==> src/design/trt_pkg.sv <==
// ----------------------------------------------------------------------------
// trt_pkg
// Shared types, constants and the generator step function for the
// combined Tausworthe random table unit.
// ----------------------------------------------------------------------------
package trt_pkg;

	localparam int TableDepthDefault = 512;

	// Depth of the decoupling queue between the front and back parts.
	localparam int QueueDepth = 2;
	localparam int QPtrW      = (QueueDepth > 1) ? $clog2(QueueDepth) : 1;
	localparam int QCntW      = $clog2(QueueDepth + 1);

	localparam logic [31:0] SeedBase       = 32'd12345;
	localparam logic [31:0] SmallSeedLimit = 32'd127;
	localparam logic [31:0] MaskOne        = 32'hFFFF_FFFE;
	localparam logic [31:0] MaskTwo        = 32'hFFFF_FFF8;
	localparam logic [31:0] MaskThree      = 32'hFFFF_FFF0;
	localparam logic [31:0] MaskFour       = 32'hFFFF_FF80;

	typedef enum logic [1:0] {
		REQ_SEED      = 2'd0,
		REQ_PRODUCE   = 2'd1,
		REQ_REFILL    = 2'd2,
		REQ_FAST_READ = 2'd3
	} req_kind_t;

	typedef enum logic [1:0] {
		BK_IDLE,
		BK_READ,
		BK_FILL
	} back_state_t;

	typedef struct packed {
		req_kind_t   req;
		logic [31:0] value;
	} q_item_t;

	typedef struct packed {
		logic full;
		logic empty;
	} q_stat_t;

	typedef struct packed {
		logic [31:0] c1;
		logic [31:0] c2;
		logic [31:0] c3;
		logic [31:0] c4;
	} gen_state_t;

	// One step of all four Tausworthe components.
	function automatic gen_state_t gen_step(input gen_state_t s);
		gen_state_t  n;
		logic [31:0] t;
		t    = ((s.c1 << 6) ^ s.c1) >> 13;
		n.c1 = ((s.c1 & MaskOne) << 18) ^ t;
		t    = ((s.c2 << 2) ^ s.c2) >> 27;
		n.c2 = ((s.c2 & MaskTwo) << 2) ^ t;
		t    = ((s.c3 << 13) ^ s.c3) >> 21;
		n.c3 = ((s.c3 & MaskThree) << 7) ^ t;
		t    = ((s.c4 << 3) ^ s.c4) >> 12;
		n.c4 = ((s.c4 & MaskFour) << 13) ^ t;
		return n;
	endfunction

	function automatic logic [31:0] gen_out(input gen_state_t s);
		return s.c1 ^ s.c2 ^ s.c3 ^ s.c4;
	endfunction

endpackage

==> src/design/trt_queue.sv <==
// ----------------------------------------------------------------------------
// trt_queue
// Short first-in first-out queue of classified requests.
// ----------------------------------------------------------------------------
module trt_queue
	import trt_pkg::*;
(
	input  logic    clk,
	input  logic    arst_n,
	input  logic    push,
	input  q_item_t push_item,
	input  logic    pop,
	output q_item_t head,
	output q_stat_t q_stat
);

	q_item_t            entry_q [QueueDepth];
	logic [QPtrW-1:0]   wr_ptr_q;
	logic [QPtrW-1:0]   rd_ptr_q;
	logic [QCntW-1:0]   count_q;

	function automatic logic [QPtrW-1:0] ptr_next(input logic [QPtrW-1:0] p);
		return (p == QPtrW'(QueueDepth - 1)) ? '0 : p + 1'b1;
	endfunction

	always_ff @(posedge clk) begin
		if (push) begin
			entry_q[wr_ptr_q] <= push_item;
		end
	end

	always_ff @(posedge clk or negedge arst_n) begin
		if (!arst_n) begin
			wr_ptr_q <= '0;
			rd_ptr_q <= '0;
			count_q  <= '0;
		end else begin
			if (push) begin
				wr_ptr_q <= ptr_next(wr_ptr_q);
			end
			if (pop) begin
				rd_ptr_q <= ptr_next(rd_ptr_q);
			end
			if (push && !pop) begin
				count_q <= count_q + 1'b1;
			end else if (pop && !push) begin
				count_q <= count_q - 1'b1;
			end
		end
	end

	assign head         = entry_q[rd_ptr_q];
	assign q_stat.full  = (count_q == QCntW'(QueueDepth));
	assign q_stat.empty = (count_q == '0);

endmodule

==> config.mk <==
export PLATFORM = sky130hd
export DESIGN_NAME = trt_queue
export DESIGN_NICKNAME = d
export VERILOG_FILES = /design/src/design/trt_pkg.sv /design/src/design/trt_queue.sv
export SDC_FILE = /design/constraint.sdc
export NUM_CORES = 1
export LEC_CHECK = 0
export ABC_AREA = 1
export BUFFER_PORTS_ARGS = -buffer_cell sky130_fd_sc_hd__buf_2
export CAP_MARGIN = 10
export CORE_ASPECT_RATIO = 1.25
export CORE_MARGIN = 2
export CORE_UTILIZATION = 40
export DETAILED_ROUTE_END_ITERATION = 10
export GPL_ROUTABILITY_DRIVEN = 0
export PLACE_DENSITY = 0.77
export RECOVER_POWER = 25
export SYNTH_ARGS = -nofsm -noshare
export SYNTH_HDL_FRONTEND = slang
export SYNTH_SLANG_ARGS = --single-unit
==> constraint.sdc <==
create_clock -name clk -period 2.15 [get_ports clk]
set_input_delay 0.43 -clock clk [delete_from_list [all_inputs] [get_ports clk]]
set_output_delay 0.43 -clock clk [all_outputs]
set_load 0.05 [all_outputs]
==> impl_metrics.tcl, run 1 <==
set metrics [dict create \
    vias 1402 \
    drc_errors 0 \
    hp-class "input port to register" \
    synth_cell_types 14 \
    antenna_cells 0 \
    finalSetupViolations 0 \
    ys_seq_elements 72 \
    drt_iter0_drc 56 \
    finalPower_w 0.005393 \
    outcome "completed" \
    antenna_found_initial 0 \
    ant_nets 0 \
    grt_pass1_vias 1483 \
    slew_headroom_pct 68.19 \
    start_util_pct 40.80 \
    fin_nets 257 \
    core-area_um2 6892 \
    dieArea_um2 7719 \
    hpwl_um 3207 \
    std_cell_rows 34 \
    finalWirelength_um 4506 \
    yosysWarnings 0 \
    die_y_um 97.73 \
    cp-end-kind "primary output" \
    skew_ns 0.005066 \
    grtUsageMet2_pct 20.60 \
    cts_max_path_buffers 2 \
    clock-sinks 72 \
    htreeDepth 3 \
    synthesis.nets 170 \
    use_met1_pct 14.41 \
    met3_usage_pct 3.050 \
    finalHoldViolations 0 \
    firstDrtPassIters 4 \
    rsz0062_at_grt "no" \
    finalMaxSlewViolations 0 \
    fmax_mhz 504.5 \
    drive_above_1_share_pct 52.70 \
    grt_busiest_layer "met2" \
    grt.total_usage_pct 12.57 \
    grt_pass1_wl_um 7120 \
    p_leak_nw 1.424 \
    critPathLaunchType "register" \
    num_io_pins 74 \
    syn_area_um2 2811 \
    finalSetupTns_ns 0 \
    clkTransAtPathRegs_ns 0.07 \
    maxCapViolCount 0 \
    synth-seq-area-share_pct 76.19 \
    die_w_um 78.99 \
    grt_max_degree 35 \
    p_per_area_nw_per_um2 1542 \
    cts_root_buf "clkbuf_8" \
    insertion_delay_ns 0.32 \
    cts_tree "yes" \
    cts_buffers 9 \
    path_class "register to primary output" \
    cp.required_ns 1.72 \
    min_period_ns 1.982 \
    wl_per_cell_um 14.44 \
    synthCells 131 \
    synth_area_per_cell_um2 21.46 \
    cp.arrival_ns 1.55 \
    via_per_inst 4.494 \
    area_growth_pct 24.39 \
    fin_crit_sh_pct 92.19 \
    tightest_slew_ns 0.4771 \
    io_buffers 73 \
    overflow 0 \
    crit_fanout 23 \
    ir_worst_vdd_v 0.0007020 \
]
-- path summary, 6_finish.rpt --
kind                                  endpoint  slack [ns]          start  depth (start not counted)
worst max-delay path                  head[23]        0.17       rd_ptr_q                          3
worst min-delay path            entry_q[0][19]        0.29  push_item[19]                          1
worst max register to register  entry_q[1][12]        0.82       wr_ptr_q                          3
worst min register to register      count_q[1]        0.51     count_q[1]                          2
max in group asynchronous             rd_ptr_q        1.58         arst_n                          2
min in group asynchronous             wr_ptr_q        0.43         arst_n                          2
-- final cells by class --
| type | instances | area (um^2) |
|---|---|---|
| Multi-Input combinational cell | 48 | 579.3 |
| Sequential cell | 72 | 2146 |
| Timing Repair Buffer | 80 | 431.7 |
| Clock buffer | 11 | 131.4 |
| Inverter | 7 | 26.28 |
| Clock inverter | 4 | 70.07 |
| Tap cell | 90 | 112.6 |
| Fill cell | 606 | 3395 |
-- Yosys cell counts --
master	count	area [um^2]
mux2_2	5	56.30
edfxtp_1	68	2042
nand4_1	1	6.260
mux2_4	29	435.4
ha_1	1	12.51
buf_6	1	11.26
nor2_1	3	11.26
buf_12	3	60.06
xor2_1	2	17.52
nand3_1	1	5.000
dfrtp_1	4	100.1
nand2_1	5	18.77
inv_1	7	26.28
xnor2_1	1	8.760
-- what timing repair did --
item | in CTS | in global routing
hold endpoints to repair | 4 | 0
setup endpoints to repair | 23 | 0
hold buffers | 1 | 0
gates resized for setup | 1 | 0
setup buffers | 2 | 0
-- registers in the layout, indices dropped and copies added, names as in the netlist --
name / count
entry_q: 68
count_q: 2
rd_ptr_q: 1
wr_ptr_q: 1
-- through the flow --
stage          hold slack [ns]  std cells  cell area [um^2]  setup slack, ns  util [%]
2_1_floorplan           0.1344        131              2814           0.4021         -
3_3_place_gp            0.2464        294              3282           0.3286     47.62
3_5_place_dp            0.2449        294              3282           0.3089     47.62
4_1_cts                 0.2675        312              3511           0.1362     50.94
5_1_grt                 0.2714        312              3497           0.1031     50.74
6_report                0.2893        312              3497           0.1679     50.74
-- critical path, cell delays in order (launching register included) --
cell and delay [ns]:
dfrtp_4 0.45, buf_12 0.20, mux2_2 0.35, buf_2 0.21
-- cells by family (layout without fill, tap and decap cells) --
group,Yosys count,count (layout),synth area share (%)
fa+ha+maj,1,1,0.4450
buf+inv,11,102,3.472
xor+xnor,3,3,0.9348
flops,72,72,76.19
mux,34,34,17.49
simple gates,10,10,1.469
-- power breakdown --
group,leakage (nW),switching [W],internal (W)
Combinational,0.637,0.00156,0.000777
Sequential,0.684,0.000110,0.00187
Clock,0.103,0.000431,0.000644
-- layout by cell type, fill, tap and decap left out --
master,count
nor2_4,1
dfrtp_1,3
nand3_1,1
dfrtp_4,1
buf_2,62
xor2_1,2
nor2_1,2
clkbuf_1,13
clkbuf_8,9
dlygate4sd3_1,1
buf_12,2
clkinv_2,2
xnor2_1,1
buf_4,4
mux2_2,5
inv_1,7
nand4_1,1
bufinv_16,2
nand2_1,5
ha_1,1
edfxtp_1,68
mux2_4,29
-- layer usage --
layer | part of all wire (%) | vias to the layer above
met5 | 0 | -
met4 | 3.4 | 0
met3 | 5.5 | 13
met2 | 50 | 55
met1 | 41 | 667
li1 | - | 667
(Power assumes the default switching activity.)
==> run 2, diff against run 1 <==
--- a/config.mk
+++ b/config.mk
@@ -10,11 +10,10 @@
 export CAP_MARGIN = 10
 export CORE_ASPECT_RATIO = 1.25
 export CORE_MARGIN = 2
-export CORE_UTILIZATION = 40
+export CORE_UTILIZATION = 47
 export DETAILED_ROUTE_END_ITERATION = 10
 export GPL_ROUTABILITY_DRIVEN = 0
-export PLACE_DENSITY = 0.77
-export RECOVER_POWER = 25
+export PLACE_DENSITY = 0.86
 export SYNTH_ARGS = -nofsm -noshare
 export SYNTH_HDL_FRONTEND = slang
 export SYNTH_SLANG_ARGS = --single-unit
==> impl_metrics.tcl, run 2 (same netlist as run 1, synthesis figures left out) <==
set metrics [dict create \
    clock-sinks 72 \
    fin_crit_sh_pct 96.45 \
    cts_tree "yes" \
    overflow 0 \
    cts_max_path_buffers 2 \
    drive_above_1_share_pct 57.01 \
    grt_max_degree 35 \
    die_y_um 90.47 \
    rsz0062_at_grt "no" \
    via_per_inst 4.836 \
    start_util_pct 48.65 \
    ir_worst_vdd_v 0.0009471 \
    top_register "entry_q" \
    fin_nets 255 \
    vias 1388 \
    hp-class "input port to register" \
    die_w_um 73.18 \
    finalMaxSlewViolations 0 \
    ant_nets 0 \
    min_period_ns 2.074 \
    grt_pass1_wl_um 6803 \
    critPathLaunchType "register" \
    finalSetupTns_ns 0 \
    cts_setup_buffers 0 \
    io_buffers 73 \
    cts_buffers 9 \
    finalPower_w 0.005123 \
    drt_iter0_drc 101 \
    largest_reg_flops 68 \
    final_cell_mix "73 x buf_2, 68 x edfxtp_1, 29 x mux2_4, 9 x clkbuf_8, 7 x inv_1" \
    tightest_slew_ns 0.4542 \
    finalHoldViolations 0 \
    cp.required_ns 1.72 \
    drc_errors 0 \
    htreeDepth 3 \
    cp-end-kind "primary output" \
    path_class "register to primary output" \
    reg_top3 "entry_q (68), count_q (2)" \
    fmax_mhz 482.3 \
    finalWirelength_um 4348 \
    clkTransAtPathRegs_ns 0.07 \
    cts_root_buf "clkbuf_8" \
    firstDrtPassIters 4 \
    cp.arrival_ns 1.64 \
    p_leak_nw 1.422 \
    crit_fanout 10 \
    core-area_um2 5779 \
    std_cell_rows 31 \
    grt_pass1_vias 1412 \
    cts_resized 0 \
    hpwl_um 3006 \
    area_growth_pct 21.09 \
    outcome "completed" \
    slew_headroom_pct 69.72 \
    antenna_cells 0 \
    p_per_area_nw_per_um2 1505 \
    skew_ns 0.006654 \
    cts_hold_buf 1 \
    antenna_found_initial 0 \
    num_io_pins 74 \
    maxCapViolCount 0 \
    insertion_delay_ns 0.34 \
    wl_per_cell_um 15.15 \
    grt.total_usage_pct 14.18 \
    dieArea_um2 6620 \
    final_common_cell "buf_2" \
    finalSetupViolations 0 \
]
[run 2: changes by cell type in the layout (fill, tap and decap cells not counted), sizes merged]
cell / previous run / this run
clkbuf: 22 / 11
buf: 68 / 77
clkinv: 2 / 5
bufinv: 2 / 0
[run 2: area by class of cell]
| type | instances | area, um^2 |
|---|---|---|
| repair buffers | 78 | 417.9 |
| multi-input cells | 48 | 579.3 |
| inverters | 7 | 26.28 |
| well taps | 66 | 82.58 |
| clock buffers | 11 | 131.4 |
| clock inverters | 5 | 23.77 |
| flip-flops and latches | 72 | 2143 |
| fillers | 451 | 2375 |
[run 2: metal layers]
metal / share of wire, % / up-vias / track usage (%)
li1: - / 666 / -
met1: 40 / 654 / 16.68
met2: 51 / 57 / 22.60
met3: 6.8 / 11 / 5.469
met4: 2.4 / 0 / 6.481
met5: 0 / - / 0
[run 2: through the flow]
stage / util (%) / hold WS, ns / instances / cell area [um^2] / setup WS [ns]
global placement: 56.05 / 0.2387 / 270 / 3239 / 0.4312
global route: 58.91 / 0.2563 / 287 / 3405 / 0.01564
detailed placement: 56.05 / 0.2465 / 270 / 3239 / 0.4194
floorplan: - / 0.1344 / 131 / 2814 / 0.4021
finish: 58.91 / 0.2772 / 287 / 3405 / 0.07643
CTS: 58.91 / 0.2593 / 287 / 3405 / 0.04421
[run 2: final timing paths]
kind                       cells after the start        endpoint  slack (ns)          from
max                                            3        head[30]        0.08      rd_ptr_q
min                                            1   entry_q[1][3]        0.28  push_item[3]
max in group asynchronous                      2        rd_ptr_q        1.56        arst_n
max reg2reg                                    3  entry_q[1][28]        0.81      wr_ptr_q
min in group asynchronous                      2      count_q[1]        0.45        arst_n
min reg2reg                                    2      count_q[1]        0.53    count_q[1]
[run 2: critical path, stage by stage, from the launching register on]
cell,delay [ns]
dfrtp_2,0.53
buf_4,0.25
mux2_4,0.32
buf_2,0.21
[run 2: report_power, final]
group / switching (W) / internal, W
logic: 0.00153 / 0.000742
registers: 0.000132 / 0.00187
clock network: 0.000445 / 0.000407
total: 0.00210 / 0.00302
==> run 3, diff against run 2 <==
--- a/config.mk
+++ b/config.mk
@@ -6,14 +6,14 @@
 export NUM_CORES = 1
 export LEC_CHECK = 0
 export ABC_AREA = 1
-export BUFFER_PORTS_ARGS = -buffer_cell sky130_fd_sc_hd__buf_2
 export CAP_MARGIN = 10
 export CORE_ASPECT_RATIO = 1.25
 export CORE_MARGIN = 2
-export CORE_UTILIZATION = 47
+export CORE_UTILIZATION = 56
 export DETAILED_ROUTE_END_ITERATION = 10
+export DONT_BUFFER_PORTS = 1
 export GPL_ROUTABILITY_DRIVEN = 0
-export PLACE_DENSITY = 0.86
+export PLACE_DENSITY = 0.85
 export SYNTH_ARGS = -nofsm -noshare
 export SYNTH_HDL_FRONTEND = slang
 export SYNTH_SLANG_ARGS = --single-unit
==> impl_metrics.tcl, run 3 (same netlist as run 1, synthesis figures left out) <==
set metrics [dict create \
    cts_root_buf "clkbuf_8" \
    antenna_found_initial 0 \
    overflow 0 \
    use_met1_pct 14.90 \
    vias 1103 \
    cp.required_ns 1.72 \
    path_class "register to primary output" \
    grt.total_usage_pct 15.77 \
    largest_reg_flops 68 \
    skew_ns 0.004892 \
    slew_headroom_pct 71.00 \
    insertion_delay_ns 0.32 \
    top_register "entry_q" \
    cts_setup_buffers 0 \
    die_w_um 67.38 \
    cts_tree "yes" \
    p_per_area_nw_per_um2 1651 \
    cts_max_path_buffers 2 \
    hp-class "input port to register" \
    drt_iter0_drc 87 \
    start_util_pct 58.58 \
    die_y_um 83.22 \
    critPathLaunchType "register" \
    crit_fanout 12 \
    finalMaxSlewViolations 0 \
    reg_top3 "entry_q (68), count_q (2)" \
    place_area_um2 2907 \
    ant_nets 0 \
    power_frac_comb_pct 40.0 \
    finalWirelength_um 3984 \
    p_int_w 0.003142 \
    grt_busiest_layer "met2" \
    dieArea_um2 5607 \
    maxCapViolCount 0 \
    p_sw_w 0.002012 \
    io_buffers 0 \
    cts_buffers 9 \
    dp_slack_ns 0.4217 \
    hpwl_um 2868 \
    fin_crit_sh_pct 92.95 \
    finalSetupViolations 0 \
    max_stage_delay_ns 0.57 \
    cp_slowest_cell "dfrtp_4" \
    cp.arrival_ns 1.57 \
    ir_worst_vdd_v 0.0008577 \
    grt_pass1_wl_um 6154 \
    p_leak_nw 1.167 \
    drive_above_1_share_pct 35.33 \
    final_cell_area_um2 3122 \
    finalHoldViolations 0 \
    tightest_slew_ns 0.4346 \
    wl_per_cell_um 18.97 \
    area_growth_pct 11.04 \
    htreeDepth 3 \
    min_period_ns 1.998 \
    grt_pass1_vias 1235 \
    rsz0062_at_grt "no" \
    grt_max_degree 26 \
    cp-end-kind "primary output" \
    clkPwrFrac_pct 20.6 \
    num_io_pins 74 \
    fmax_mhz 500.4 \
    via_per_inst 5.252 \
    clock-sinks 72 \
    seqPwrFrac_pct 39.4 \
    finalSetupTns_ns 0 \
    met3_usage_pct 9.485 \
    outcome "completed" \
    std_cell_rows 28 \
    fin_nets 184 \
    drc_errors 0 \
    fin_ws_ns 0.1516 \
    final_cell_mix "68 x edfxtp_1, 29 x mux2_4, 9 x clkbuf_8, 7 x inv_1" \
    crit_chain "buf_4, mux2_4" \
    clkTransAtPathRegs_ns 0.06 \
    final_common_cell "edfxtp_1" \
    firstDrtPassIters 4 \
    core-area_um2 4800 \
    swShare_pct 39.03 \
    antenna_cells 0 \
    grtUsageMet2_pct 25.92 \
]
-- run 3: final timing paths --
path / start / to / slack [ns] / cells after the start
max: rd_ptr_q / head[12] / 0.15 / 2
min: pop / rd_ptr_q / 0.18 / 1
max reg2reg: wr_ptr_q / entry_q[1][17] / 0.76 / 3
min reg2reg: count_q[1] / count_q[1] / 0.52 / 2
max in group asynchronous: arst_n / rd_ptr_q / 1.57 / 1
min in group asynchronous: arst_n / rd_ptr_q / 0.38 / 1
-- run 3: cell type report --
type	count	area, um^2
clock buffers	11	131.4
clock inverters	5	71.32
fillers	313	1678
inverters	7	26.28
multi-input cells	48	579.3
flip-flops and latches	72	2146
well taps	60	75.07
repair buffers	7	92.59
-- run 3: repair_timing --
action                     CTS  global route
setup endpoints to repair    0             9
hold buffers                 1             0
hold endpoints to repair     4             0
resized for setup            0             1
-- run 3: metrics by stage --
| step | power [W] | std cells | utilization (%) | hold slack [ns] |
|---|---|---|---|---|
| 4_1_cts | 0.005206 | 210 | 64.99 | 0.1645 |
| 3_5_place_dp | 0.004139 | 193 | 60.56 | 0.1346 |
| 6_report | 0.005154 | 210 | 65.04 | 0.1843 |
| 3_3_place_gp | 0.004078 | 193 | 60.56 | 0.1346 |
| 5_1_grt | 0.005362 | 210 | 65.04 | 0.1586 |
| 2_1_floorplan | 0.003977 | 131 | - | 0.1344 |
-- run 3: worst max-delay path, delay by kind of cell, from the launching register on --
family	cells	cell delay, ns
buffers and inverters	1	0.27
muxes	1	0.41
DFF	1	0.57
-- run 3: metal layers --
metal / part of all wire, % / wire length, um / up-vias
li1: - / - / 525
met1: 34 / 1354 / 532
met2: 56 / 2226 / 42
met3: 8.4 / 336 / 4
met4: 1.7 / 67 / 0
met5: 0 / 0 / -
-- run 3: power groups by stage --
stage | combinational (W) | clock [W] | sequential (W)
finish | 0.00206 | 0.00106 | 0.00203
global route | 0.00214 | 0.00116 | 0.00206
CTS | 0.00209 | 0.00109 | 0.00203
detailed placement | 0.00208 | 0 | 0.00206
global placement | 0.00205 | 0 | 0.00203
floorplan | 0.00201 | 0 | 0.00197
