## src/design/trt_pkg.sv

```systemverilog
// ----------------------------------------------------------------------------
// trt_pkg
// Shared types, constants and the generator step function for the
// combined Tausworthe random table unit.
// ----------------------------------------------------------------------------
package trt_pkg;

	localparam int TableDepthDefault = 512;

	// Depth of the decoupling queue between the front and back parts.
	localparam int QueueDepth = 2;
	localparam int QPtrW      = (QueueDepth > 1) ? $clog2(QueueDepth) : 1;
	localparam int QCntW      = $clog2(QueueDepth + 1);

	localparam logic [31:0] SeedBase       = 32'd12345;
	localparam logic [31:0] SmallSeedLimit = 32'd127;
	localparam logic [31:0] MaskOne        = 32'hFFFF_FFFE;
	localparam logic [31:0] MaskTwo        = 32'hFFFF_FFF8;
	localparam logic [31:0] MaskThree      = 32'hFFFF_FFF0;
	localparam logic [31:0] MaskFour       = 32'hFFFF_FF80;

	typedef enum logic [1:0] {
		REQ_SEED      = 2'd0,
		REQ_PRODUCE   = 2'd1,
		REQ_REFILL    = 2'd2,
		REQ_FAST_READ = 2'd3
	} req_kind_t;

	typedef enum logic [1:0] {
		BK_IDLE,
		BK_READ,
		BK_FILL
	} back_state_t;

	typedef struct packed {
		req_kind_t   req;
		logic [31:0] value;
	} q_item_t;

	typedef struct packed {
		logic full;
		logic empty;
	} q_stat_t;

	typedef struct packed {
		logic [31:0] c1;
		logic [31:0] c2;
		logic [31:0] c3;
		logic [31:0] c4;
	} gen_state_t;

	// One step of all four Tausworthe components.
	function automatic gen_state_t gen_step(input gen_state_t s);
		gen_state_t  n;
		logic [31:0] t;
		t    = ((s.c1 << 6) ^ s.c1) >> 13;
		n.c1 = ((s.c1 & MaskOne) << 18) ^ t;
		t    = ((s.c2 << 2) ^ s.c2) >> 27;
		n.c2 = ((s.c2 & MaskTwo) << 2) ^ t;
		t    = ((s.c3 << 13) ^ s.c3) >> 21;
		n.c3 = ((s.c3 & MaskThree) << 7) ^ t;
		t    = ((s.c4 << 3) ^ s.c4) >> 12;
		n.c4 = ((s.c4 & MaskFour) << 13) ^ t;
		return n;
	endfunction

	function automatic logic [31:0] gen_out(input gen_state_t s);
		return s.c1 ^ s.c2 ^ s.c3 ^ s.c4;
	endfunction

endpackage

```

## src/design/trt_front.sv

```systemverilog
// ----------------------------------------------------------------------------
// trt_front
// Accepts request words, applies small-seed mixing and pushes each request
// into the decoupling queue.
// ----------------------------------------------------------------------------
module trt_front
	import trt_pkg::*;
(
	input  logic        clk,
	input  logic        arst_n,
	input  logic        cfg_wen,
	input  logic [15:0] cfg_wdata,
	input  logic        s_axis_tvalid,
	output logic        s_axis_tready,
	input  logic [31:0] s_axis_tdata,   // seed_value
	input  logic [1:0]  s_axis_tuser,   // req_type
	input  q_stat_t     q_stat,
	output logic        push,
	output q_item_t     push_item
);

	// 12345 plus the square of the node number, kept ready for seeding.
	logic [31:0] seed_base_q;

	always_ff @(posedge clk or negedge arst_n) begin
		if (!arst_n) begin
			seed_base_q <= SeedBase;
		end else if (cfg_wen) begin
			seed_base_q <= SeedBase + 32'(cfg_wdata) * 32'(cfg_wdata);
		end
	end

	assign s_axis_tready = !q_stat.full;
	assign push          = s_axis_tvalid && !q_stat.full;

	always_comb begin
		push_item.req   = req_kind_t'(s_axis_tuser);
		push_item.value = '0;
		if (req_kind_t'(s_axis_tuser) == REQ_SEED) begin
			if (s_axis_tdata < SmallSeedLimit) begin
				push_item.value = s_axis_tdata + seed_base_q;
			end else begin
				push_item.value = s_axis_tdata;
			end
		end
	end

endmodule

```

## config.mk

```make
export PLATFORM = sky130hd
export DESIGN_NAME = trt_front
export DESIGN_NICKNAME = d
export VERILOG_FILES = /design/src/design/trt_pkg.sv /design/src/design/trt_front.sv
export SDC_FILE = /design/constraint.sdc
export NUM_CORES = 1
export LEC_CHECK = 0
export CAP_MARGIN = 20
export CORE_MARGIN = 3
export CORE_UTILIZATION = 35
export CTS_CLUSTER_SIZE = 14
export DETAILED_ROUTE_END_ITERATION = 8
export DONT_BUFFER_PORTS = 1
export MAX_ROUTING_LAYER = met4
export RECOVER_POWER = 100
export SLEW_MARGIN = 40
export SYNTH_ARGS = -nofsm -noshare
export SYNTH_HDL_FRONTEND = slang
export SYNTH_SLANG_ARGS = --single-unit
```

## constraint.sdc

```tcl
create_clock -name clk -period 7.1 [get_ports clk]
set_input_delay 2.13 -clock clk [delete_from_list [all_inputs] [get_ports clk]]
set_output_delay 2.13 -clock clk [all_outputs]
set_load 0.005 [all_outputs]
```

==> impl_metrics.env, run 1 <==
export IMPL_cts_hold_buf=0
export IMPL_htree_levels=2
export IMPL_finalHoldViolations=0
export IMPL_synth_top_cell_by_area="fa_1"
export IMPL_placement_rows=63
export IMPL_synth_seq_cells=32
export IMPL_clkTransAtPathRegs_ns=0.05
export IMPL_hpwlAfterDp_um=21800
export IMPL_synthArstFlopShare=1.00
export IMPL_netlist_area_um2=10800
export IMPL_final_cells=1705
export IMPL_layout_common_cells="inv_1, fa_1, ha_1, nand2_1, a21oi_1"
export IMPL_tightestPinTransition_ns=1.57
export IMPL_critical_path_endpoint_type="flop"
export IMPL_setup_viol=1
export IMPL_grt_use_total=0.163
export IMPL_drive_gt1_frac=0.133
export IMPL_dp_cells=1689
export IMPL_diodes=0
export IMPL_syn_nets=1636
export IMPL_wl_um=25800
export IMPL_cts_tree="done"
export IMPL_crit_required_ns=7.26
export IMPL_worstSetupPathType="input port to flop"
export IMPL_grt_pass1_wl_um=43900
export IMPL_dieArea_um2=33000
export IMPL_synth_cell_types=61
export IMPL_largest_reg_flops=32
export IMPL_violations="capacitance limit, slew limit, setup timing"
export IMPL_first_iter_violations=358
export IMPL_fin_ws_ns=-0.0139
export IMPL_drv_cap=1
export IMPL_yosysWarnings=0
export IMPL_portBuffers=0
export IMPL_layout_min_cycle_time_ns=7.11
export IMPL_via_per_inst=4.94
export IMPL_worstReg2RegEnd="seed_base_q[28]"
export IMPL_fp_dieH_um=182
export IMPL_rsz0062_at_grt="yes"
export IMPL_ant_nets=0
export IMPL_utilization=0.403
export IMPL_hp_start="seed_base_q[0]"
export IMPL_hp_class="flop to flop"
export IMPL_whs_path_depth=2
export IMPL_r2r_start="seed_base_q[28]"
export IMPL_maxSlewViolCount=36
export IMPL_syn_inst=1274
export IMPL_core_area_um2=30000
export IMPL_cts_root_buf="clkbuf_16"
export IMPL_start_util=0.360
export IMPL_avgSynthCellArea_um2=8.48
export IMPL_seq_area_frac_synth=0.0749
export IMPL_ys_flop_type="dfrtp_1"
export IMPL_reg2reg_slack_ns=6.29
export IMPL_grt_overflow=0
export IMPL_synth_edf_count=0
export IMPL_antenna_found_initial=0
export IMPL_synth_top_area_frac=0.311
export IMPL_critPathMaxFanout=17
export IMPL_skew_ns=0
export IMPL_final_common_cell="inv_1"
export IMPL_whs_endpoint="seed_base_q[0]"
export IMPL_dr_total_vias=8424
export IMPL_cts_sinks=32
export IMPL_routedWlPerCell_um=15.1
export IMPL_cp_arrival_ns=7.27
export IMPL_clock_latency_ns=0.27
export IMPL_grt_pass1_vias=8870
export IMPL_ios=92
export IMPL_regMostFlops="seed_base_q"
export IMPL_clockBufferDepth=2
export IMPL_yosys_top_cells_area="fa_1, ha_1, inv_1"
export IMPL_die_w_um=182
export IMPL_critPathLaunchType="input port"
export IMPL_slew_headroom=-0.0466
export IMPL_area_delta_synth_final_pct=12.1
export IMPL_top_regs="seed_base_q: 32 flops"
export IMPL_grt_max_degree=40
export IMPL_firstDrtPassIters=5
export IMPL_drc=0
export IMPL_fin_crit_sh=1.00
export IMPL_max_freq_mhz=141
export IMPL_status="finished with violations"
export IMPL_layout_nets=1676
export IMPL_place_gp_congestion=0.885
export IMPL_reg2reg_depth=2
export IMPL_cts_made_buffers=5
-- critical path, cell delays in order --
cell      delay (ns)
and2_4          0.13
inv_2           0.04
fa_1            0.54
inv_2           0.04
fa_1            0.50
inv_2           0.04
fa_1            0.51
inv_2           0.04
fa_1            0.46
fa_1            0.49
inv_1           0.05
fa_1            0.50
inv_2           0.05
ha_4            0.21
buf_4           0.13
buf_6           0.13
nand2_4         0.09
nor2_4          0.05
a211oi_2        0.23
o211a_1         0.25
o211ai_1        0.10
a21oi_1         0.21
xnor2_1         0.09
mux2_4          0.26
-- synth_stat cells, types with 19 or more instances --
master / number
ha_1: 138
clkbuf_1: 40
nor2_1: 73
xor2_1: 22
and2_1: 40
mux2_2: 23
dfrtp_1: 26
xnor2_1: 37
o21ai_0: 32
fa_1: 168
nand2_1: 121
a21o_1: 25
nand4_1: 19
inv_1: 266
a21oi_1: 80
-- area by class of cell --
class	count	area, µm²
flip-flops and latches	32	808
fillers	3038	17900
clock buffers	8	146
inverters	267	1000
multi-input cells	928	9060
repair buffers	80	593
well taps	390	488
-- timing repair --
item	CTS	global route
endpoints found under the hold margin	0	0
setup endpoints to repair	9	14
gates cloned	0	0
buffers inserted	3	7
gates resized for setup	4	37
pin swaps	17	39
-- through the flow --
stage | setup WS [ns] | TNS [ns] | area, µm² | hold slack [ns]
2_1_floorplan | -0.280 | -1.33 | 11000 | 0.456
3_3_place_gp | -0.471 | -3.96 | 11700 | 0.490
3_5_place_dp | -0.529 | -4.91 | 11700 | 0.497
4_1_cts | -0.00409 | -0.00409 | 11900 | 0.508
5_1_grt | -0.225 | -1.66 | 12100 | 0.528
6_report | -0.0139 | -0.0139 | 12100 | 0.504
-- logic make-up after synthesis --
group	after synthesis	share of synthesized area
multiplexers	30	0.0305
adder cells (fa/ha/maj)	306	0.471
AO/OA/AOI/OAI	211	0.125
flip-flops	32	0.0749
AND/OR/NAND/NOR	322	0.140
buffers and inverters	314	0.110
XOR/XNOR	59	0.0479
-- worst max path at each step --
stage / from / to / slack, ns
after floorplan: cfg_wdata[3] / seed_base_q[24] / -0.28
after CTS: cfg_wdata[3] / seed_base_q[24] / -0.004
after global routing: cfg_wdata[3] / seed_base_q[24] / -0.22
after detailed placement: cfg_wdata[3] / seed_base_q[24] / -0.53
final: cfg_wdata[3] / seed_base_q[29] / -0.01
after global placement: cfg_wdata[3] / seed_base_q[24] / -0.47
-- layer usage --
layer / vias up / track usage / wire length [µm] / share of wire
li1: 4166 / - / - / -
met5: - / - / 0 / 0
met2: 189 / 0.259 / 11500 / 0.45
met4: 0 / 0.0286 / 252 / 0.0098
met3: 17 / 0.0210 / 1440 / 0.056
met1: 4052 / 0.227 / 12600 / 0.49
Power of run 1 is not shown: default switching activity piles up to over one toggle a cycle in this logic, so the estimate is an artifact.
==> inputs of run 2 (changes only) <==
- PLACE_DENSITY: unset -> 0.45
==> run 2 against run 1 <==
- the run now ends clean
- critical path type unchanged
- first-iteration DRC count shrank 36%
- critical path depth shrank 3
- non-clock buffer count up 6
- die area unchanged
- clock skew unchanged
- flip-flop and latch count unchanged
- sequential share of layout area fell by 0.075 points
==> impl_metrics.env, run 2 (same netlist as run 1, synthesis figures left out) <==
export IMPL_regMostFlops="seed_base_q"
export IMPL_drive_gt1_frac=0.152
export IMPL_area_delta_synth_final_pct=13.4
export IMPL_crit_required_ns=7.25
export IMPL_critical_path_endpoint_type="flop"
export IMPL_maxSlewViolCount=0
export IMPL_rsz0062_at_grt="yes"
export IMPL_fp_dieH_um=182
export IMPL_clkTransAtPathRegs_ns=0.05
export IMPL_cp_cell_sequence="and2_4, fa_1, inv_2, fa_2, fa_1, fa_1, inv_1, fa_1, inv_1, fa_1, inv_2, ha_4, a21o_1, a21o_1, a21oi_2, o2111ai_2, o2111ai_4, o31ai_4, nand4_1, a21boi_0, o31ai_2"
export IMPL_core_area_um2=30000
export IMPL_critPathTopFamily="adder cells"
export IMPL_ant_nets=0
export IMPL_routedWlPerCell_um=15.8
export IMPL_multi_input_area_um2=9150
export IMPL_fin_area_um2=12200
export IMPL_largest_reg_flops=32
export IMPL_drc=0
export IMPL_dr_total_vias=8274
export IMPL_critPathMaxFanout=19
export IMPL_grt_use_total=0.171
export IMPL_cpPeakStageDelay_ns=0.55
export IMPL_worstSetupStartpoint="cfg_wdata[1]"
export IMPL_hpwlAfterDp_um=22800
export IMPL_slew_headroom=0.366
export IMPL_cts_sinks=32
export IMPL_cp_arrival_ns=7.15
export IMPL_nFillCells=3140
export IMPL_regArea_um2=808
export IMPL_final_common_cell="inv_1"
export IMPL_dieArea_um2=33000
export IMPL_crit_slowest_cell="fa_2"
export IMPL_layout_min_cycle_time_ns=7.00
export IMPL_grt_overflow=0
export IMPL_die_w_um=182
export IMPL_finalHoldViolations=0
export IMPL_placement_rows=63
export IMPL_clock_latency_ns=0.28
export IMPL_cts_tree="done"
export IMPL_cp_num_buf_inv=4
export IMPL_critPathLaunchType="input port"
export IMPL_crit_top_cell="fa_1"
export IMPL_cts_made_buffers=5
export IMPL_skew_ns=0
export IMPL_diodes=0
export IMPL_max_freq_mhz=143
export IMPL_worstSetupPathType="input port to flop"
export IMPL_layout_common_cells="inv_1, fa_1, ha_1, nand2_1"
export IMPL_fin_crit_sh=0.986
export IMPL_cts_root_buf="clkbuf_16"
export IMPL_start_util=0.360
export IMPL_firstDrtPassIters=5
export IMPL_grt_pass1_vias=8837
export IMPL_placed_area_um2=11800
export IMPL_htree_levels=2
export IMPL_layout_nets=1682
export IMPL_antenna_found_initial=0
export IMPL_portBuffers=0
export IMPL_utilization=0.408
export IMPL_wl_um=27000
export IMPL_hp_start="seed_base_q[5]"
export IMPL_tightestPinTransition_ns=0.951
export IMPL_first_iter_violations=230
export IMPL_drv_cap=0
export IMPL_hp_class="flop to flop"
export IMPL_r2r_start="seed_base_q[21]"
export IMPL_via_per_inst=4.84
export IMPL_top_regs="seed_base_q: 32 flops"
export IMPL_grt_pass1_wl_um=45400
export IMPL_clockBufferDepth=2
export IMPL_ios=92
export IMPL_grt_max_degree=40
export IMPL_status="finished, final reports clean"
export IMPL_setup_viol=0
export IMPL_place_gp_congestion=0.812
## run 2: cell types whose count changed in the layout (fill, tap and decap cells not counted), moves of 3 or more
cell	change
fa_1	-5
fa_2	+5
inv_1	-3
inv_2	+3
nand2_1	-3
o21ai_1	-3
## run 2: layout make-up
class,instances,area share
timing repair buffer,86,0.0521
tap,390,0.0399
inverter,267,0.0819
clock buffer,7,0.0125
sequential,32,0.0660
multi-input combinational,928,0.748
## run 2: timing repair
action,in CTS,in global routing
pin swaps,19,45
setup buffers,2,3
hold buffers,0,0
gates resized for setup,12,59
setup endpoints to repair,10,15
endpoints found under the hold margin,0,0
## run 2: worst min-delay path, stage by stage, from the launching register on
cell     delay (ns)
dfstp_2        0.37
nor2_1         0.08
a21oi_1        0.05
## run 2: final timing paths
path	end	slack (ns)	cells after the start
worst max-delay path	seed_base_q[30]	0.1	21
worst min-delay path	seed_base_q[5]	0.50	2
worst max register to register	seed_base_q[21]	6.31	1
worst min register to register	seed_base_q[5]	0.50	2
max in group asynchronous	seed_base_q[0]	5.38	0
min in group asynchronous	seed_base_q[11]	1.55	0
## run 2: metal layers
| metal | global-route usage | vias to the layer above | share of wire |
|---|---|---|---|
| met5 | - | - | 0 |
| met4 | 0.0277 | 0 | 0.0099 |
| met3 | 0.0112 | 16 | 0.036 |
| met2 | 0.270 | 132 | 0.44 |
| met1 | 0.247 | 3948 | 0.51 |
| li1 | - | 4178 | - |
## run 2: per-stage QoR
| stage | setup WS (ns) | TNS (ns) | hold WS [ns] | std cells |
|---|---|---|---|---|
| detailed placement | -0.573 | -5.44 | 0.491 | 1698 |
| global route | -0.151 | -0.756 | 0.519 | 1710 |
| global placement | -0.556 | -5.10 | 0.476 | 1698 |
| finish | 0.0983 | 0 | 0.498 | 1710 |
| CTS | -0.00471 | -0.00471 | 0.501 | 1707 |
| floorplan | -0.280 | -1.33 | 0.456 | 1274 |
Power of run 2 is left out for the same reason.
==> inputs of run 3 (changes only) <==
- CORE_UTILIZATION: 35 -> 29
- PLACE_DENSITY: 0.45 -> 0.39
==> run 3 against run 2 <==
- the flow now finishes with violations (setup timing)
- critical endpoint is now seed_base_q[26]
- flip-flop and latch count did not move
- sequential share of layout area down 0.058 points
- largest cell class unchanged
- global-route usage decreased by 1.7 points
- cell area grew 0.89%
==> impl_metrics.env, run 3 (same netlist as run 1, synthesis figures left out) <==
export IMPL_drive_gt1_frac=0.143
export IMPL_cts_made_buffers=5
export IMPL_whs_path_depth=2
export IMPL_clock_latency_ns=0.27
export IMPL_die_w_um=199
export IMPL_clockBufferDepth=2
export IMPL_cts_root_buf="clkbuf_16"
export IMPL_layout_nets=1694
export IMPL_cp_arrival_ns=7.28
export IMPL_regArea_um2=808
export IMPL_start_util=0.294
export IMPL_layout_common_cells="inv_1, fa_1, ha_1, nand2_1, buf_4"
export IMPL_violations="setup timing"
export IMPL_drv_cap=0
export IMPL_top_regs="seed_base_q: 32 flops"
export IMPL_area_delta_synth_final_pct=14.4
export IMPL_via_per_inst=4.58
export IMPL_grt_overflow=0
export IMPL_reg2reg_slack_ns=6.29
export IMPL_hp_start="seed_base_q[0]"
export IMPL_hp_class="flop to flop"
export IMPL_dieArea_um2=39600
export IMPL_placed_area_um2=12000
export IMPL_max_freq_mhz=141
export IMPL_placement_rows=70
export IMPL_regMostFlops="seed_base_q"
export IMPL_firstDrtPassIters=4
export IMPL_worstSetupPathType="input port to flop"
export IMPL_reg2reg_depth=1
export IMPL_worstReg2RegEnd="seed_base_q[27]"
export IMPL_finalHoldViolations=0
export IMPL_r2r_start="seed_base_q[27]"
export IMPL_fin_crit_sh=1.00
export IMPL_critical_path_endpoint_type="flop"
export IMPL_critPathLaunchType="input port"
export IMPL_place_gp_congestion=0.791
export IMPL_fin_area_um2=12300
export IMPL_clkTransAtPathRegs_ns=0.05
export IMPL_antenna_found_initial=0
export IMPL_skew_ns=0
export IMPL_maxSlewViolCount=0
export IMPL_cts_tree="done"
export IMPL_final_common_cell="inv_1"
export IMPL_grt_use_total=0.154
export IMPL_htree_levels=2
export IMPL_ios=92
export IMPL_hpwlAfterDp_um=24600
export IMPL_ant_nets=0
export IMPL_status="finished with violations"
export IMPL_whs_endpoint="seed_base_q[0]"
export IMPL_fin_ws_ns=-0.0146
export IMPL_portBuffers=0
export IMPL_wl_um=28800
export IMPL_drc=0
export IMPL_grt_pass1_wl_um=47500
export IMPL_crit_required_ns=7.26
export IMPL_grt_max_degree=40
export IMPL_routedWlPerCell_um=16.0
export IMPL_grt_pass1_vias=8965
export IMPL_layout_min_cycle_time_ns=7.11
export IMPL_tightestPinTransition_ns=0.782
export IMPL_nFillCells=3933
export IMPL_largest_reg_flops=32
export IMPL_core_area_um2=36700
export IMPL_diodes=0
export IMPL_holdWs_ns=0.503
export IMPL_pre_cts_ws_ns=-0.570
export IMPL_slew_headroom=0.477
export IMPL_multi_input_area_um2=9090
export IMPL_rsz0062_at_grt="yes"
export IMPL_dr_total_vias=8251
export IMPL_critPathMaxFanout=14
export IMPL_setup_viol=1
export IMPL_cts_sinks=32
export IMPL_first_iter_violations=299
export IMPL_fp_dieH_um=199
export IMPL_cts_hold_buf=0
run 3: cell count changes in the layout (fill, tap and decap cells not counted), sizes merged:
cell | previous run | this run
clkbuf | 15 | 19
buf | 78 | 87
run 3: metal layers:
metal	vias up	wire (µm)	global-route usage
met4	0	199	0.0219
met2	102	13100	0.253
li1	4192	-	-
met3	9	853	0.0103
met5	-	0	-
met1	3948	14700	0.214
run 3: worst max-delay path, stage by stage:
cell	delay, ns
nand2_1	0.06
fa_2	0.61
inv_1	0.07
fa_1	0.57
fa_1	0.45
fa_1	0.46
fa_1	0.51
inv_1	0.06
fa_1	0.47
inv_1	0.04
ha_1	0.31
a21o_1	0.19
a21o_1	0.19
a21oi_2	0.16
o211ai_1	0.13
a21oi_2	0.21
o31ai_4	0.11
buf_4	0.15
xor2_2	0.13
mux2_4	0.25
run 3: worst max-delay path by stage:
| stage | from | end | slack, ns | cells after the start |
|---|---|---|---|---|
| after floorplan | cfg_wdata[3] | seed_base_q[24] | -0.28 | 24 |
| after CTS | cfg_wdata[4] | seed_base_q[29] | 0.01 | 20 |
| after detailed placement | cfg_wdata[3] | seed_base_q[24] | -0.57 | 23 |
| after global placement | cfg_wdata[3] | seed_base_q[24] | -0.58 | 23 |
| after global routing | cfg_wdata[1] | seed_base_q[26] | -0.21 | 21 |
| final | cfg_wdata[10] | seed_base_q[26] | -0.01 | 20 |
run 3: layout make-up:
class | instances | share of cell area
Multi-Input combinational cell | 928 | 0.736
Sequential cell | 32 | 0.0655
Tap cell | 468 | 0.0474
Inverter | 267 | 0.0812
Clock buffer | 8 | 0.0119
Timing Repair Buffer | 98 | 0.0582
run 3: repair_timing:
action,in CTS,in global routing
buffers inserted,3,3
hold endpoints to repair,0,0
resized for setup,21,29
pin swaps,25,26
setup endpoints to repair,11,14
run 3: through the flow:
step           instances  setup TNS (ns)  utilization
6_report            1801         -0.0146        0.337
5_1_grt             1801           -1.42        0.337
4_1_cts             1798               0        0.335
3_5_place_dp        1787           -5.62        0.327
3_3_place_gp        1787           -5.51        0.327
2_1_floorplan       1274           -1.33            -
Power of run 3 is left out for the same reason.
